===== config.mk =====
export PLATFORM = sky130hd
export DESIGN_NAME = bdss_cell
export DESIGN_NICKNAME = d
export VERILOG_FILES = /design/src/hdl/bdss_pkg.sv /design/src/hdl/bdss_cell.sv
export SDC_FILE = /design/constraint.sdc
export NUM_CORES = 1
export LEC_CHECK = 0
export BUFFER_PORTS_ARGS = -buffer_cell sky130_fd_sc_hd__buf_4
export CAP_MARGIN = 20
export CORE_UTILIZATION = 46
export DETAILED_ROUTE_END_ITERATION = 7
export PLACE_DENSITY_LB_ADDON = 0.1
export SYNTH_ARGS = -nofsm -noshare
export SYNTH_HDL_FRONTEND = slang
export SYNTH_SLANG_ARGS = --single-unit

===== constraint.sdc =====
create_clock -name clock -period 4.7 [get_ports clock]
set_input_delay 0.94 -clock clock [delete_from_list [all_inputs] [get_ports clock]]
set_output_delay 0.94 -clock clock [all_outputs]
set_load 0.005 [all_outputs]

===== src/hdl/bdss_pkg.sv =====
package bdss_pkg;

   localparam int CAPACITY = 64;
   localparam int DATE_W = 27;
   localparam int CNT_W = $clog2(CAPACITY + 1);
   localparam int ENTRY_COUNT_W = 7;
   localparam int REQ_TDATA_W = 32;
   localparam int RSP_TDATA_W = 16;

   typedef enum logic [1:0] {
      MODE_ADD    = 2'd0,
      MODE_REMOVE = 2'd1,
      MODE_QUERY  = 2'd2,
      MODE_CLEAR  = 2'd3
   } mode_type;

   typedef struct packed {
      logic              do_insert;
      logic              do_remove;
      logic [DATE_W-1:0] key;
   } cell_ctrl_type;

endpackage


===== src/hdl/bdss_cell.sv =====
module bdss_cell (
   input  logic                        clock,
   input  bdss_pkg::cell_ctrl_type     ctrl,
   input  logic                        valid,
   input  logic                        below_prev,
   input  logic [bdss_pkg::DATE_W-1:0] prev_entry,
   input  logic [bdss_pkg::DATE_W-1:0] next_entry,
   output logic [bdss_pkg::DATE_W-1:0] entry,
   output logic                        below,
   output logic                        hit
);

   logic [bdss_pkg::DATE_W-1:0] entry_ff;
   logic [bdss_pkg::DATE_W-1:0] entry_in;

   assign below = valid && (entry_ff < ctrl.key);
   assign hit   = valid && (entry_ff == ctrl.key);
   assign entry = entry_ff;

   always_comb begin
      entry_in = entry_ff;
      if (ctrl.do_insert && !below) begin
         entry_in = below_prev ? ctrl.key : prev_entry;
      end else if (ctrl.do_remove && !below) begin
         entry_in = next_entry;
      end
   end

   always_ff @(posedge clock) begin
      entry_ff <= entry_in;
   end

endmodule


==> results of run 1 <==
[power by group]
group | switching, uW | internal, uW
registers | 17.9 | 310
clock network | 75.0 | 59.4
logic | 116 | 170
total | 209 | 539
[placed cells by master (no fill, tap or decap), types with 2 or more instances in the layout]
cell type  instances
a21oi_1            8
nor2_1             2
mux2_4             3
nand4_1            7
edfxtp_1          27
nand2_1            2
buf_4            116
ha_1              27
a21o_1             3
nor2b_1            2
mux2_2            51
o21ai_0            3
clkbuf_8           3
nor3_1             2
inv_1             27
[area by class of cell]
cell class	count	area, um^2
fillers	340	1330
multi-input cells	124	1250
repair buffers	116	871
flip-flops and latches	27	811
inverters	27	101
well taps	52	65.1
clock buffers	3	41.3
clock inverters	1	5.00
[cell families (layout without fill, tap and decap cells)]
family / count (synthesis) / count (layout) / share of synthesized area, %
AO/OA/AOI/OAI: 21 / 21 / 7.42
adder cells (fa/ha/maj): 27 / 27 / 15.4
buffers and inverters: 32 / 147 / 6.16
flip-flops: 27 / 27 / 37.0
multiplexers: 54 / 54 / 28.3
AND/OR/NAND/NOR: 22 / 22 / 5.77
[worst reg2reg max path: cells and delay by family, from the launching register on]
kind            cells  cell delay [ns]
buf+inv             1             0.38
flops               1             0.41
compound gates      4             0.91
fa+ha+maj           1             0.32
simple gates        1             0.24
mux                 1             0.38
[metal layers]
layer / up-vias / GRT usage, % / wire length (um)
met4: 0 / 3.33 / 23
li1: 910 / - / -
met1: 802 / 25.8 / 2120
met3: 2 / 4.27 / 335
met2: 65 / 35.7 / 2460
met5: - / 0 / 0
[metrics by stage]
| stage | setup slack (ns) | total power, uW | area [um^2] | cells | utilization [%] |
|---|---|---|---|---|---|
| after floorplan | 0.939 | 483 | 2190 | 183 | - |
| after global placement | 1.14 | 616 | 3100 | 346 | 69.2 |
| after detailed placement | 1.12 | 622 | 3100 | 346 | 69.2 |
| after CTS | 1.16 | 756 | 3140 | 350 | 70.2 |
| after global routing | 1.01 | 795 | 3140 | 350 | 70.2 |
| final | 1.18 | 748 | 3140 | 350 | 70.2 |
[worst max path at each step]
stage,startpoint,end,slack (ns),cells after the start
6_report,ctrl[26],below,1.18,9
4_1_cts,ctrl[26],below,1.16,9
3_3_place_gp,ctrl[10],entry[13],1.14,10
5_1_grt,ctrl[10],below,1.01,9
3_5_place_dp,ctrl[10],entry[13],1.12,10
2_1_floorplan,ctrl[23],entry[0],0.94,8
==> results.md, run 1 <==
* Lkg Pwr at between 0.0015 and 0.002 uW
* Number of global-route vias before repair at between 1500 and 2000
* Most used DFF post-synth: edfxtp_1
* R2r startpoint: entry[10]
* CTS tree: built
* Synth Area per Inst at roughly 12 um^2
* Max-slew violations at 0
* Synth top area share at 37.0%
* Worst path arrival time at 2.58 ns
* Clock Latency Late Sink at 0.27 ns
* Synth async-reset ratio at 0%
* Setup crit start kind: input pin
* Pin count of the biggest net entering global routing at 28
* Die height at 71.0 um
* Die width at 71.0 um
* Worst Path Required at 3.76 ns
* WP buf/inv at 3
* Synth top cells by count: mux2_2 (51), edfxtp_1 (27), ha_1 (27), inv_1 (27), a21oi_1 (8)
* Worst hold margin at 0.963 ns
* Num ports at approximately 120
* Worst-margin pin slew at ~0.5 ns
* Final Hold Fails at 0
* Initial core utilization at 49.0%
* Core Region at 0.00447 mm^2
* Relative slew slack at 67.5%
* Max Cap Viol at 0
* Initial antenna violation count at 0
* Number of synthesized register bits at 27
* Synthesized instance count at ~180
* Crit-path slowest cell: a211oi_2
* Hold path depth at 2
* Most common cell in the synthesized netlist: mux2_2
* FP Rows at 24
* Pwr dens at 238 mW/mm^2
* Post-DP HPWL at 3.98 mm
* Final setup viols at 0
* ANT nets after route at 0
* Quantity of gates resized following cts at 0
* Number of flip-flops in the largest register at 27
* Nets@finish at 412
* Drt wl/cell at 14.1 um
* Hold path endpoint: entry[20]
* Setup CP Type: in2out
* GRT Total Usage at between 20 and 25%
* Die area at 0.00505 mm^2
* Longest Clk Path Bufs at 2
* Hold_sp: next_entry[20]
* Clock Skew at 0.00241 ns
* Hold_buf cts at 0
* Total Negative Setup Slacks at 0 ns
* Initial DRC count at 71
* CTS clk-pin slew, worst paths at 0.10 ns
* Endpoint class of the critical path: output port
* Failing checks: DRC
* First-pass GRT wire length at 8.11 mm
* Status: complete, but fails checks
* H-tree depth at 1
* IO Port Bufs at about 110
* Setup bufs post-CTS at 0
* Diodes inserted at 0
* Synth Net Count at 296
* Crit-path leading delay family: simple AND/OR/NAND/NOR gates
* CP Max Fanout at 3
* Worst r2r path cells at 8
* Max rail drop VDD at ~0.15 mV
* # DRC at 8
* Vias at roughly 1800
* Avg Vias per Cell at 5.08
* Inserted Clock Buffers at 3
* Final Cycle Share at between 70% and 80%
* Post-synth EDFFs at 27
* Top cell type by total area after synthesis: edfxtp_1
* Area Overhead vs Synth at 43.4%
* Sinks on Clock Net at 27
* Final worst path period need at 3.52 ns
* RSZ-0062 raised after global routing: false
* Maximum clock rate at 0.284 GHz
* Yosys warns at 0
* Critical path's largest stage delay at 0.35 ns
* Register area share after synthesis at 37.0%
* Cell variety after synth at 28
* Clock Root Buffer: clkbuf_8
* R2r setup slk at around 1.8 ns
* Hold Path Class: in2reg
* Worst r2r dst: entry[13]
* Post-synthesis cell area at 0.00219 mm^2
* GP Congestion at 0.795
* Layout cells sized above 1 at 60.1%
* DR pass1 iterations at 6
* Total global routing overflow at 0
* Drt total wl at 4.94 mm
* Largest cells by area after synthesis: edfxtp_1 (37%), mux2_2 (26%), ha_1 (15%)
* CP cell instances: buf_4 -> inv_1 -> ha_1 -> nand4_1 -> nor3_2 -> nand4_1 -> a211oi_2 -> nor3_1 -> buf_4
(Power assumes the default switching activity.)
==> inputs of run 2 (changes only) <==
- clock period: 4.7 -> 3.7 ns (I/O delays scaled with it)
==> run 2 against run 1 <==
Effect of this change: the flow still finishes with violations (DRC); clock-buffer cell count is 1 higher; final area is 0.68% higher; sequential share of layout area is 0.17 points lower; register-to-register slack worse by 0.63 ns; first-iteration DRC count is 18% lower; critical path depth stayed put; hold slack worse by 0.20 ns; die area stayed put; clock skew hardly changed; power is 28% higher.
==> results.md, run 2 (synthesized netlist as in run 1, its figures left out) <==
* PnR Total Power at 955 uW (+28%)
* R2r setup slk at 1.18 ns (-0.63 ns)
* DP Worst Slack at 0.623 ns (-0.497 ns)
* Layout cells sized above 1 at 60.1% (+0.066 points)
* Setup bufs post-CTS at 0 (unchanged)
* Lkg Pwr at 0.00153 uW (+0.74%)
* Diodes inserted at 0 (unchanged)
* Hold_buf cts at 0 (unchanged)
* Crit path from: ctrl[26]
* Avg Vias per Cell at 5.12 (+0.77%)
* Hold_sp: next_entry[7]
* CTS clk-pin slew, worst paths at 0.09 ns (about the same)
* Max Cap Viol at 0 (unchanged)
* Area Overhead vs Synth at 44.3%
* DR pass1 iterations at 6 (unchanged)
* GP Congestion at 0.734 (-7.8%)
* Clock Skew at 0.00264 ns (+0.000230 ns)
* Comb pwr share at 38.7% (+0.5 points)
* Worst Path Required at 2.96 ns (-0.80 ns)
* Switching share of power at 27.6% (-0.28 points)
* Sequential fraction of design power at 43.5% (-0.3 points)
* Internal at 691 uW (+28%)
* Status: complete, but fails checks
* FP Rows at 24 (unchanged)
* Hold path endpoint: entry[7]
* Final Cycle Share at 82.7%
* Placed cell areas at 0.00312 mm^2 (+0.73%)
* Relative slew slack at 76.0% (+8.5 points)
* Hold path depth at 2 (unchanged)
* Setup crit start kind: input pin
* H-tree depth at 1 (unchanged)
* RSZ-0062 raised after global routing: false
* First-pass GRT wire length at 7.98 mm (-1.5%)
* Initial antenna violation count at 0 (unchanged)
* Endpoint class of the critical path: output port
* Max-slew violations at 0 (unchanged)
* Failing checks: DRC
* Total Negative Setup Slacks at 0 ns (unchanged)
* Final worst path period need at 3.06 ns
* Number of global-route vias before repair at 1834 (+0.60%)
* Clock power share at 17.8% (-0.2 points)
* Pwr dens at 302 mW/mm^2 (+27%)
* Switching pwr at 264 uW (+26%)
* Post-DP HPWL at 4.06 mm (+2.1%)
* # DRC at 8 (unchanged)
* Nets@finish at 415 (+0.73%)
* Max rail drop VDD at 0.147 mV (-1.7%)
* Final Util at 70.7% (+0.48 points)
* Num ports at 115 (unchanged)
* Clock Root Buffer: clkbuf_8
* ANT nets after route at 0 (unchanged)
* Worst path arrival time at 2.32 ns (-0.26 ns)
* Vias at 1808 (+1.6%)
* CP Max Fanout at 3 (unchanged)
* CTS tree: built
* IO Port Bufs at 114 (unchanged)
* Die height at 71.0 um (unchanged)
* Layout fillers at 380 (+12%)
* Maximum clock rate at 0.327 GHz
* Final Hold Fails at 0 (unchanged)
* Drt wl/cell at 13.9 um (-1.8%)
* GRT Total Usage at 19.9% (-0.26 points)
* Longest Clk Path Bufs at 2 (unchanged)
* Post-route setup slack at 0.640 ns (-0.541 ns)
* Quantity of gates resized following cts at 0 (unchanged)
* Clock Latency Late Sink at 0.27 ns (about the same)
* Most frequent cells in the layout: buf_4 (119), mux2_2 (51), inv_1 (27), ha_1 (27), edfxtp_1 (27)
* Worst r2r path cells at 8 (unchanged)
* Sinks on Clock Net at 27 (unchanged)
* Worst r2r dst: entry[14]
* Fin area at 0.00316 mm^2 (+0.68%)
* Number of flip-flops in the largest register at 27 (unchanged)
* Initial core utilization at 49.0% (unchanged)
* Most common cell after layout, fill and taps aside: buf_4
* Die width at 71.0 um (unchanged)
* Inserted Clock Buffers at 3 (unchanged)
* Total global routing overflow at 0 (unchanged)
* Setup CP Type: in2out
* Initial DRC count at 58 (-18%)
* R2r startpoint: entry[10]
* Final setup viols at 0 (unchanged)
* Die area at 0.00505 mm^2 (unchanged)
* Pin count of the biggest net entering global routing at 28 (unchanged)
* Hold Path Class: in2reg
* Drt total wl at 4.89 mm (-0.95%)
* Worst-margin pin slew at 0.360 ns (-0.128 ns)
* Core Region at 0.00447 mm^2 (unchanged)
run 2: how the worst max path moves through the flow:
stage | end | slack (ns) | cells past startpoint
floorplan | entry[0] | 0.14 | 8
global placement | below | 0.61 | 9
detailed placement | below | 0.62 | 9
CTS | below | 0.62 | 9
global route | below | 0.46 | 9
finish | below | 0.64 | 9
run 2: layout make-up:
| type | instances | area, um^2 | share of cell area, % |
|---|---|---|---|
| inverter | 27 | 101 | 3.20 |
| tap | 52 | 65.1 | 2.06 |
| sequential | 27 | 811 | 25.6 |
| multi-input combinational | 124 | 1250 | 39.5 |
| timing repair buffer | 119 | 893 | 28.2 |
| clock buffer | 4 | 45.0 | 1.42 |
run 2: routing by layer:
layer / global-route usage, % / wire (um) / vias up
li1: - / - / 914
met1: 25.0 / 2110 / 827
met2: 35.3 / 2440 / 63
met3: 4.13 / 302 / 4
met4: 4.44 / 42 / 0
met5: 0 / 0 / -
run 2: power by group through the flow:
stage	clock network (uW)	registers (uW)	logic (uW)
CTS	174	416	375
detailed placement	0	423	373
global placement	0	421	368
floorplan	0	426	188
global route	181	420	409
finish	170	415	370
run 2: metrics by stage:
stage | hold WS (ns) | std cells
after floorplan | 0.957 | 183
after global placement | 1.04 | 349
after detailed placement | 1.04 | 349
after CTS | 0.761 | 353
after global routing | 0.760 | 353
final | 0.765 | 353
run 2: worst max-delay path: stages:
cell and delay, ns:
buf_4 0.08, inv_1 0.03, ha_1 0.30, nand4_1 0.17
nor3_2 0.21, nand4_1 0.17, a211oi_2 0.33, nor3_1 0.12
buf_4 0.16
